File: src/hw/rtl/can_frame_id_router_macros.svh
// assertion macros for the can frame id router
`ifndef CAN_FRAME_ID_ROUTER_MACROS_SVH
`define CAN_FRAME_ID_ROUTER_MACROS_SVH

// same-cycle implication, checked out of reset
`define CFIR_ASSERT_IMP(lbl, ante, cons, msg) \
  lbl: assert property (@(posedge clk_i) disable iff (!rst_ni) (ante) |-> (cons)) \
    else $error(msg);

// next-cycle implication, checked out of reset
`define CFIR_ASSERT_NXT(lbl, ante, cons, msg) \
  lbl: assert property (@(posedge clk_i) disable iff (!rst_ni) (ante) |=> (cons)) \
    else $error(msg);

`endif

File: src/hw/rtl/cfir_pkg.sv
// types and constants shared by the can frame id router modules
package cfir_pkg;

  localparam int unsigned QUEUE_DEPTH = 2;

  localparam logic [0:0] OP_ROUTE = 1'b0;
  localparam logic [0:0] OP_READ  = 1'b1;

  localparam logic [3:0] DEST_NONE     = 4'd0;
  localparam logic [3:0] DEST_DATA     = 4'd1;
  localparam logic [3:0] DEST_UART_RX  = 4'd2;
  localparam logic [3:0] DEST_OBS_I2C  = 4'd3;
  localparam logic [3:0] DEST_CTRL_I2C = 4'd6;

  localparam int unsigned CNT_NUM = 7;
  localparam logic [2:0] CNT_RX   = 3'd0;
  localparam logic [2:0] CNT_DATA = 3'd1;
  localparam logic [2:0] CNT_I2C  = 3'd2;
  localparam logic [2:0] CNT_UART = 3'd4;
  localparam logic [2:0] CNT_OBS  = 3'd5;
  localparam logic [2:0] CNT_DROP = 3'd6;

  localparam logic [1:0] REG_TYPE_I2C  = 2'd0;
  localparam logic [1:0] REG_TYPE_SPI  = 2'd1;
  localparam logic [1:0] REG_TYPE_UART = 2'd2;

  localparam logic [3:0] MAX_LENGTH = 4'd8;

  typedef struct packed {
    logic [0:0]  opcode;
    logic [28:0] frame_id;
    logic [3:0]  length_code;
    logic        extended_flag;
    logic [7:0]  byte_zero;
    logic [7:0]  byte_one;
    logic [7:0]  byte_six;
    logic [5:0]  full_mask;
    logic [2:0]  counter_select;
  } in_item_t;

  typedef struct packed {
    logic [3:0]  destination;
    logic [7:0]  target_node;
    logic [3:0]  clamped_length;
    logic        dropped;
    logic [31:0] counter_value;
  } out_item_t;

  typedef struct packed {
    logic [7:0] type_i2c;
    logic [7:0] type_spi;
    logic [7:0] type_uart;
  } cfg_t;

  // classified request handed from front to back
  typedef struct packed {
    logic       is_read;
    logic [2:0] counter_select;
    logic [3:0] destination;
    logic [7:0] target_node;
    logic [3:0] clamped_length;
    logic       dropped;
    logic       bump_route;
    logic [2:0] route_cnt;
  } cls_item_t;

endpackage

File: src/hw/rtl/cfir_front.sv
// front end: classifies each request by identifier, length and payload bytes
module cfir_front (
  input  cfir_pkg::in_item_t  item_i,
  input  cfir_pkg::cfg_t      cfg_i,
  output cfir_pkg::cls_item_t cls_o
);
  import cfir_pkg::*;

  logic [3:0] len;
  logic [7:0] disc_type;
  logic [7:0] node;
  logic       disc_hit;
  logic       hello_hit;
  logic       uart_hit;
  logic       ctrl_hit;
  logic       type_ok;
  logic [1:0] type_cls;
  logic [7:0] type_byte;
  logic       band_ok;
  logic [1:0] band_cls;

  assign len       = (item_i.length_code > MAX_LENGTH) ? MAX_LENGTH : item_i.length_code;
  assign node      = item_i.frame_id[7:0];
  assign disc_type = (item_i.byte_zero == 8'hF0) ? item_i.byte_one : item_i.byte_six;
  assign disc_hit  = (item_i.frame_id == 29'd0) && (len == MAX_LENGTH);
  assign hello_hit = (item_i.frame_id[28:8] == 21'h7) && (len != 4'd0);
  assign uart_hit  = (item_i.frame_id[28:8] == 21'h4);
  assign ctrl_hit  = (item_i.frame_id[28:8] == 21'h1) || (item_i.frame_id[28:8] == 21'h5);
  assign type_byte = disc_hit ? disc_type : item_i.byte_zero;

  always_comb begin
    type_ok  = 1'b1;
    type_cls = 2'd0;
    if (type_byte == cfg_i.type_i2c) begin
      type_cls = 2'd0;
    end else if (type_byte == cfg_i.type_spi) begin
      type_cls = 2'd1;
    end else if (type_byte == cfg_i.type_uart) begin
      type_cls = 2'd2;
    end else begin
      type_ok = 1'b0;
    end
    if (disc_hit && (item_i.byte_zero != 8'hF0) && (item_i.byte_zero != 8'hF2)) begin
      type_ok = 1'b0;
    end
  end

  always_comb begin
    band_ok  = 1'b1;
    band_cls = 2'd0;
    if (node >= 8'h01 && node <= 8'h20) begin
      band_cls = 2'd0;
    end else if (node >= 8'h21 && node <= 8'h30) begin
      band_cls = 2'd1;
    end else if (node >= 8'h31 && node <= 8'h4F) begin
      band_cls = 2'd2;
    end else begin
      band_ok = 1'b0;
    end
  end

  always_comb begin
    cls_o                = '0;
    cls_o.is_read        = (item_i.opcode == OP_READ);
    cls_o.counter_select = item_i.counter_select;
    if (item_i.opcode == OP_ROUTE) begin
      cls_o.clamped_length = len;
      if (disc_hit || hello_hit) begin
        if (type_ok) begin
          cls_o.destination = DEST_OBS_I2C + {2'b00, type_cls};
          cls_o.dropped     = item_i.full_mask[3'd2 + {1'b0, type_cls}];
          cls_o.bump_route  = !cls_o.dropped;
          cls_o.route_cnt   = CNT_OBS;
        end
      end else if (uart_hit) begin
        cls_o.destination = DEST_UART_RX;
        cls_o.dropped     = item_i.full_mask[1];
        cls_o.bump_route  = !cls_o.dropped;
        cls_o.route_cnt   = CNT_UART;
      end else if (ctrl_hit) begin
        if (band_ok) begin
          cls_o.destination = DEST_CTRL_I2C + {2'b00, band_cls};
          cls_o.target_node = node;
          cls_o.dropped     = item_i.full_mask[5];
          cls_o.bump_route  = 1'b1;
          cls_o.route_cnt   = CNT_I2C + {1'b0, band_cls};
        end
      end else begin
        cls_o.destination = DEST_DATA;
        cls_o.dropped     = item_i.full_mask[0];
        cls_o.bump_route  = !cls_o.dropped;
        cls_o.route_cnt   = CNT_DATA;
      end
    end
  end

endmodule

File: src/hw/rtl/cfir_queue.sv
// short fifo between the classifier and the counter stage
module cfir_queue (
  input  logic                clk_i,
  input  logic                rst_ni,
  input  logic                push_i,
  input  cfir_pkg::cls_item_t push_data_i,
  output logic                full_o,
  input  logic                pop_i,
  output logic                valid_o,
  output cfir_pkg::cls_item_t pop_data_o
);
  import cfir_pkg::*;

  localparam int unsigned PtrW = (QUEUE_DEPTH > 1) ? $clog2(QUEUE_DEPTH) : 1;
  localparam int unsigned CntW = $clog2(QUEUE_DEPTH + 1);

  cls_item_t         mem_q [QUEUE_DEPTH];
  logic [PtrW-1:0]   wr_ptr_q, wr_ptr_d;
  logic [PtrW-1:0]   rd_ptr_q, rd_ptr_d;
  logic [CntW-1:0]   count_q, count_d;
  logic              do_push;
  logic              do_pop;

  assign full_o     = (count_q == CntW'(QUEUE_DEPTH));
  assign valid_o    = (count_q != '0);
  assign pop_data_o = mem_q[rd_ptr_q];
  assign do_push    = push_i && !full_o;
  assign do_pop     = pop_i && valid_o;

  always_comb begin
    wr_ptr_d = wr_ptr_q;
    rd_ptr_d = rd_ptr_q;
    count_d  = count_q;
    if (do_push) begin
      wr_ptr_d = (wr_ptr_q == PtrW'(QUEUE_DEPTH - 1)) ? '0 : wr_ptr_q + PtrW'(1);
    end
    if (do_pop) begin
      rd_ptr_d = (rd_ptr_q == PtrW'(QUEUE_DEPTH - 1)) ? '0 : rd_ptr_q + PtrW'(1);
    end
    if (do_push && !do_pop) begin
      count_d = count_q + CntW'(1);
    end else if (do_pop && !do_push) begin
      count_d = count_q - CntW'(1);
    end
  end

  always_ff @(posedge clk_i or negedge rst_ni) begin
    if (!rst_ni) begin
      wr_ptr_q <= '0;
      rd_ptr_q <= '0;
      count_q  <= '0;
    end else begin
      wr_ptr_q <= wr_ptr_d;
      rd_ptr_q <= rd_ptr_d;
      count_q  <= count_d;
    end
  end

  always_ff @(posedge clk_i) begin
    if (do_push) begin
      mem_q[wr_ptr_q] <= push_data_i;
    end
  end

endmodule

File: src/hw/rtl/cfir_back.sv
// back end: statistics counters and the registered result
module cfir_back #(
  parameter int unsigned COUNTER_WIDTH = 32
) (
  input  logic                clk_i,
  input  logic                rst_ni,
  input  logic                valid_i,
  input  cfir_pkg::cls_item_t cls_i,
  output logic                pop_o,
  output logic                out_valid_o,
  input  logic                out_ready_i,
  output cfir_pkg::out_item_t out_item_o
);
  import cfir_pkg::*;

  logic [COUNTER_WIDTH-1:0]    cnt_q [CNT_NUM];
  logic [COUNTER_WIDTH-1:0]    cnt_d [CNT_NUM];
  logic [CNT_NUM-1:0]          bump;
  logic [COUNTER_WIDTH+31:0]   rd_ext;
  logic                        out_valid_q, out_valid_d;
  out_item_t                   out_item_q, out_item_d;

  assign pop_o = valid_i && (!out_valid_q || out_ready_i);

  always_comb begin
    bump = '0;
    if (pop_o && !cls_i.is_read) begin
      bump[CNT_RX] = 1'b1;
      if (cls_i.bump_route) begin
        bump[cls_i.route_cnt] = 1'b1;
      end
      if (cls_i.dropped) begin
        bump[CNT_DROP] = 1'b1;
      end
    end
    for (int i = 0; i < CNT_NUM; i++) begin
      cnt_d[i] = bump[i] ? cnt_q[i] + COUNTER_WIDTH'(1) : cnt_q[i];
    end
  end

  assign rd_ext = (cls_i.counter_select < 3'(CNT_NUM)) ?
                  {32'd0, cnt_q[cls_i.counter_select]} : '0;

  always_comb begin
    out_valid_d = out_valid_q;
    out_item_d  = out_item_q;
    if (pop_o) begin
      out_valid_d                = 1'b1;
      out_item_d.destination     = cls_i.destination;
      out_item_d.target_node     = cls_i.target_node;
      out_item_d.clamped_length  = cls_i.clamped_length;
      out_item_d.dropped         = cls_i.dropped;
      out_item_d.counter_value   = cls_i.is_read ? rd_ext[31:0] : 32'd0;
    end else if (out_ready_i) begin
      out_valid_d = 1'b0;
    end
  end

  always_ff @(posedge clk_i or negedge rst_ni) begin
    if (!rst_ni) begin
      out_valid_q <= 1'b0;
      for (int i = 0; i < CNT_NUM; i++) begin
        cnt_q[i] <= '0;
      end
    end else begin
      out_valid_q <= out_valid_d;
      for (int i = 0; i < CNT_NUM; i++) begin
        cnt_q[i] <= cnt_d[i];
      end
    end
  end

  always_ff @(posedge clk_i) begin
    out_item_q <= out_item_d;
  end

  assign out_valid_o = out_valid_q;
  assign out_item_o  = out_item_q;

endmodule

File: src/hw/rtl/can_frame_id_router.sv
// top level of the can frame id router
// an accepted request is queued, then popped into the registered result
// throughput: one request per cycle if unstalled, set by single counter stage
// a two-entry queue lets the input keep taking requests while the result waits
// reset clears the counters and the queue and loads type codes 1, 2 and 3
`include "can_frame_id_router_macros.svh"

module can_frame_id_router #(
  parameter int unsigned COUNTER_WIDTH = 32
) (
  input  logic                clk_i,
  input  logic                rst_ni,
  input  logic                in_valid_i,
  output logic                in_ready_o,
  input  cfir_pkg::in_item_t  in_item_i,
  output logic                out_valid_o,
  input  logic                out_ready_i,
  output cfir_pkg::out_item_t out_item_o,
  input  logic                psel,
  input  logic                penable,
  input  logic                pwrite,
  input  logic [3:0]          paddr,
  input  logic [31:0]         pwdata,
  output logic [31:0]         prdata,
  output logic                pready
);
  import cfir_pkg::*;

  cfg_t      cfg_q, cfg_d;
  cls_item_t front_cls;
  cls_item_t q_cls;
  logic      q_full;
  logic      q_valid;
  logic      q_pop;
  logic      wr_en;

  assign pready = 1'b1;
  assign wr_en  = psel && penable && pwrite && pready;

  always_comb begin
    cfg_d = cfg_q;
    if (wr_en) begin
      case (paddr[3:2])
        REG_TYPE_I2C:  cfg_d.type_i2c  = pwdata[7:0];
        REG_TYPE_SPI:  cfg_d.type_spi  = pwdata[7:0];
        REG_TYPE_UART: cfg_d.type_uart = pwdata[7:0];
        default:       cfg_d = cfg_q;
      endcase
    end
  end

  always_comb begin
    case (paddr[3:2])
      REG_TYPE_I2C:  prdata = {24'd0, cfg_q.type_i2c};
      REG_TYPE_SPI:  prdata = {24'd0, cfg_q.type_spi};
      REG_TYPE_UART: prdata = {24'd0, cfg_q.type_uart};
      default:       prdata = 32'd0;
    endcase
  end

  always_ff @(posedge clk_i or negedge rst_ni) begin
    if (!rst_ni) begin
      cfg_q.type_i2c  <= 8'd1;
      cfg_q.type_spi  <= 8'd2;
      cfg_q.type_uart <= 8'd3;
    end else begin
      cfg_q <= cfg_d;
    end
  end

  assign in_ready_o = !q_full;

  cfir_front u_front (
    .item_i (in_item_i),
    .cfg_i  (cfg_q),
    .cls_o  (front_cls)
  );

  cfir_queue u_queue (
    .clk_i       (clk_i),
    .rst_ni      (rst_ni),
    .push_i      (in_valid_i),
    .push_data_i (front_cls),
    .full_o      (q_full),
    .pop_i       (q_pop),
    .valid_o     (q_valid),
    .pop_data_o  (q_cls)
  );

  cfir_back #(
    .COUNTER_WIDTH (COUNTER_WIDTH)
  ) u_back (
    .clk_i       (clk_i),
    .rst_ni      (rst_ni),
    .valid_i     (q_valid),
    .cls_i       (q_cls),
    .pop_o       (q_pop),
    .out_valid_o (out_valid_o),
    .out_ready_i (out_ready_i),
    .out_item_o  (out_item_o)
  );

  `CFIR_ASSERT_IMP(a_read_no_route, out_valid_o && (out_item_o.counter_value != 32'd0),
    (out_item_o.destination == DEST_NONE) && !out_item_o.dropped, "read result carries a route")
  `CFIR_ASSERT_IMP(a_drop_has_dest, out_valid_o && out_item_o.dropped,
    out_item_o.destination != DEST_NONE, "drop without a destination")
  `CFIR_ASSERT_IMP(a_len_clamped, out_valid_o,
    out_item_o.clamped_length <= MAX_LENGTH, "length above eight")
  `CFIR_ASSERT_NXT(a_accept_yields, in_valid_i && in_ready_o && !q_valid && !out_valid_o,
    q_valid, "accepted request not queued")

endmodule

File: config.mk
export PLATFORM = sky130hd
export DESIGN_NAME = can_frame_id_router
export DESIGN_NICKNAME = d
export VERILOG_FILES = /design/src/hw/rtl/cfir_pkg.sv /design/src/hw/rtl/cfir_front.sv /design/src/hw/rtl/cfir_queue.sv /design/src/hw/rtl/cfir_back.sv /design/src/hw/rtl/can_frame_id_router.sv
export VERILOG_INCLUDE_DIRS = /design/src /design/src/hw/rtl
export SDC_FILE = /design/constraint.sdc
export NUM_CORES = 1
export LEC_CHECK = 0
export ABC_AREA = 1
export BUFFER_PORTS_ARGS = -buffer_cell sky130_fd_sc_hd__buf_2
export CORE_ASPECT_RATIO = 1.5
export CORE_MARGIN = 3
export CORE_UTILIZATION = 28
export CTS_BUF_LIST = sky130_fd_sc_hd__clkbuf_2 sky130_fd_sc_hd__clkbuf_4 sky130_fd_sc_hd__clkbuf_8
export DETAILED_ROUTE_END_ITERATION = 8
export GPL_TIMING_DRIVEN = 0
export PLACE_DENSITY = 0.43
export SLEW_MARGIN = 20
export SYNTH_ARGS = -nofsm -noshare
export SYNTH_HDL_FRONTEND = slang
export SYNTH_SLANG_ARGS = --single-unit
File: constraint.sdc
create_clock -name clk_i -period 6.4 [get_ports clk_i]
set_input_delay 0.32 -clock clk_i [delete_from_list [all_inputs] [get_ports clk_i]]
set_output_delay 0.32 -clock clk_i [all_outputs]
set_load 0.01 [all_outputs]
==> tab_implementation.tex <==
\begin{tabular}{lr}
\hline
Metric & Value \\
\hline
\multicolumn{2}{l}{\textbf{Yosys}} \\
\quad Flop and latch count out of synthesis & 352 \\
\quad Most used standard cell by instance count after synthesis & nand2\_1 \\
\quad Count of yosys warnings during synthesis & 0 \\
\quad Most numerous cell types in the synthesized netlist & nand2\_1, inv\_1, dfrtp\_1 \\
\quad Avg Synthesized Cell Area & 8.66 sq um \\
\quad Number of instances in the synthesized netlist & 2,198 \\
\quad Number of enable flip-flop cells after synthesis & 99 \\
\quad Count of distinct cell types in the synthesized netlist & 57 \\
\quad Most used DFF post-synth & dfrtp\_1 \\
\quad Fraction of registers with async set or reset after synthesis & 0.719 \\
\quad Yosys top cell area share & 0.327 \\
\quad Top cells by area in the synthesized netlist & dfrtp\_1, edfxtp\_1, nand2\_1, xor2\_1, inv\_1 \\
\quad Area of the mapped netlist & 19,000 sq um \\
\quad Seq/Total Area, Yosys & 0.489 \\
\quad Synth area leader & dfrtp\_1 \\
\multicolumn{2}{l}{\textbf{Detailed routing}} \\
\quad Post-DRT Antenna Nets & 0 \\
\quad Via count of the routed design & 15,700 \\
\quad Length of the first detailed-routing pass in iterations & 5 \\
\quad Number of DRC violations after detailed routing & 0 \\
\quad Average wire length per cell after detail routing & 18.1 um \\
\quad DR iter-0 viols & 941 \\
\quad DR vias/cell & 4.64 \\
\quad WL final & 61,300 um \\
\multicolumn{2}{l}{\textbf{STA}} \\
\quad Timing-limited maximum frequency & 263 MHz \\
\quad Setup violators final & 0 \\
\quad Slew Limit Headroom & 0.356 \\
\quad Post-Route Skew & 0.0499 ns \\
\quad Final total negative setup slack & 0 ns \\
\quad Final period demand of the worst path & 3.81 ns \\
\quad RSZ-0062 raised after global routing & false \\
\quad Worst-Margin Slew & 0.958 ns \\
\quad Number of pins exceeding their max-slew limit in the final report & 0 \\
\quad Period utilization & 0.595 \\
\quad Post-route setup slack & 2.59 ns \\
\quad Hold violation total from the final report & 0 \\
\multicolumn{2}{l}{\textbf{CTS}} \\
\quad Maximum clock insertion buffer count & 3 \\
\quad TritonCTS clock tree & done \\
\quad CTS root buf & clkbuf\_8 \\
\quad Number of buffers added by the clock tree synthesis step & 59 \\
\quad Clock sink count & 352 \\
\quad Post-CTS Setup Inserts & 0 \\
\quad Clock-pin slew reported for the worst setup and hold paths after clock tree synthesis & 0.06 ns \\
\quad H-tree levels & 2 \\
\quad Worst-Skew Late Latency & 0.70 ns \\
\multicolumn{2}{l}{\textbf{Final layout}} \\
\quad Share of the core filled with cells in the final layout & 0.338 \\
\quad Non-filler cells in the finished layout & 3,390 \\
\quad Relative area change from synthesis to final layout & 19.0\% \\
\quad Area of all placed cells without fillers & 22,600 sq um \\
\quad Final-layout fill cell count & 7,121 \\
\quad Ratio of cells with drive above 1 in the final layout & 0.154 \\
\quad Final Net Count & 2,574 \\
\multicolumn{2}{l}{\textbf{Global route}} \\
\quad Global-route total usage across every layer & 0.172 \\
\quad Initial antenna violation count & 1 \\
\quad Residual overflow from global routing & 0 \\
\quad Wire length of the first global-routing pass & 93,500 um \\
\quad Pin count of the biggest net entering global routing & 71 \\
\quad Number of global-route vias before repair & 16,500 \\
\multicolumn{2}{l}{\textbf{Critical path}} \\
\quad WS Path Type & register to register \\
\quad Slowest library cell on the worst path & a221oi\_1 \\
\quad CP cell instances & inv\_1, buf\_2, or2\_1, nand2\_1, inv\_1, nor2\_2, clkbuf\_1, a21oi\_1, a221oi\_1 \\
\quad Critical path capture point type & register \\
\quad Required time at the endpoint of the critical path & 6.80 ns \\
\quad Worst path arrival time & 4.21 ns \\
\quad Slowest Stage Delay on Critical Path & 0.69 ns \\
\quad Maximum fanout along the worst path & 10 \\
\quad Type of origin of the critical path & register \\
\quad Most repeated library cell on the critical path & inv\_1 \\
\multicolumn{2}{l}{\textbf{Floorplan}} \\
\quad Initial standard-cell utilization of the core & 0.284 \\
\quad Total number of placement rows & 116 \\
\quad Placeable core area & 67,100 sq um \\
\quad Die X & 219 um \\
\quad Die area & 71,200 sq um \\
\quad Die extent in y & 325 um \\
\quad Total I/O pin count & 195 \\
\multicolumn{2}{l}{\textbf{Place}} \\
\quad IO Port Bufs & 142 \\
\quad Total cell area at the placement stage & 21,100 sq um \\
\quad Post-detail-place hpwl & 47,800 um \\
\quad Cell count after placement & 3,256 \\
\quad Setup WS pre-CTS & 2.62 ns \\
\quad RePlAce Congestion & 0.914 \\
\multicolumn{2}{l}{\textbf{Power and ir drop}} \\
\quad Standby leakage power & 10.8 nW \\
\quad Power Density & 343 nW/um\^{}2 \\
\quad Max VDD drop & 0.190 mV \\
\multicolumn{2}{l}{\textbf{Status}} \\
\quad Outcome & finished clean \\
\multicolumn{2}{l}{\textbf{Hold path}} \\
\quad Worst min-delay path class & primary input to register \\
\multicolumn{2}{l}{\textbf{Flow run}} \\
\quad Number of maximum-capacitance constraint violations & 0 \\
\hline
\end{tabular}
## cells by family after synthesis
kind of cell | Yosys count | share of synthesized area
DFF | 352 | 0.489
buffers and inverters | 342 | 0.0733
AOI/OAI and AO/OA | 277 | 0.0840
muxes | 1 | 0.000526
and+or+nand+nor | 1006 | 0.251
xor gates and xnor gates | 209 | 0.0961
other | 2 | 0.000394
adders and majority gates | 9 | 0.00591
## metrics by stage
| stage | hold slack (ns) | power [W] |
|---|---|---|
| finish | 0.0876 | 0.00777 |
| detailed placement | 0.281 | 0.00556 |
| CTS | 0.0138 | 0.00790 |
| floorplan | 0.0244 | 0.00440 |
| global placement | 0.454 | 0.00552 |
| global route | 0.0483 | 0.00824 |
## area by class of cell
cell class	count	area, sq um	share of cell area
inverter	269	1010	0.0447
buffer	73	387	0.0171
multi-input combinational	1529	8450	0.373
timing repair buffer	170	1080	0.0478
sequential	352	9310	0.411
clock buffer	70	913	0.0403
tap	885	1110	0.0489
antenna	1	2.50	0.000110
clock inverter	41	388	0.0171
## layer usage
| metal | vias to the layer above | part of all wire | track usage |
|---|---|---|---|
| li1 | 7725 | - | - |
| met1 | 7486 | 0.38 | 0.182 |
| met2 | 386 | 0.54 | 0.326 |
| met3 | 146 | 0.038 | 0.0250 |
| met4 | 0 | 0.049 | 0.0819 |
| met5 | - | 0 | 0 |
## path summary, 6_finish.rpt
check / startpoint / to / slack (ns) / cells after the start
setup / recovery: u_queue.rd_ptr_q / u_back.out_item_o[17] / 2.59 / 9
hold / removal: in_item_i[39] / u_queue.mem_q[1][10] / 0.09 / 3
setup reg to reg: u_queue.rd_ptr_q / u_back.out_item_o[17] / 2.59 / 9
hold reg to reg: u_back.cnt_q[2] / u_back.cnt_q[2] / 0.46 / 1
max in group asynchronous: rst_ni / cfg_q[1] / 5.05 / 4
min in group asynchronous: rst_ni / u_back.cnt_q[132] / 0.17 / 2
## timing repair
action | CTS | global route
setup endpoints to repair | 0 | 0
gates resized for setup | 0 | 0
endpoints found under the hold margin | 214 | 0
hold buffers | 22 | 0
## worst max-delay path, delay by kind of cell (launching register included)
kind	cells	cell delay (ns)
simple gates	3	1.16
flops	1	0.37
buf+inv	4	1.17
compound gates	2	0.83
## placed cells by master, fill, tap and decap left out, drive strengths merged, types with 3 or more instances in the layout
cell / synthesis / routed
a21oi: 62 / 62
a221oi: 12 / 12
a41oi: 16 / 16
buf: 31 / 179
bufinv: 0 / 7
clkbuf: 42 / 112
clkinv: 0 / 29
clkinvlp: 0 / 3
conb: 2 / 27
dfrtp: 249 / 249
dfstp: 4 / 4
dlygate4sd3: 0 / 22
edfxtp: 99 / 99
ha: 9 / 9
inv: 269 / 271
nand2: 507 / 507
nand3: 110 / 110
nand4: 60 / 60
nor2: 221 / 221
nor3: 64 / 64
nor3b: 3 / 3
nor4: 29 / 29
o211ai: 9 / 9
o21ai: 139 / 139
o221ai: 8 / 8
o22ai: 23 / 23
or2: 7 / 7
xnor2: 49 / 49
xor2: 160 / 160
## report_power, final
part	switching (W)	internal (W)	total, W
combinational	0.00180	0.000712	0.00252
sequential	0.000194	0.00278	0.00298
clock	0.00103	0.00124	0.00227
## flip-flops by register name, indices dropped and copies added (netlist names)
signal	count
u_back.cnt_q	224
u_queue.rd_ptr_q	1
cfg_q	24
u_queue.count_q	2
u_back.out_valid_o	1
u_queue.wr_ptr_q	1
u_back.out_item_o	49
u_queue.mem_q	50
Power figures use the tool's default switching activity.
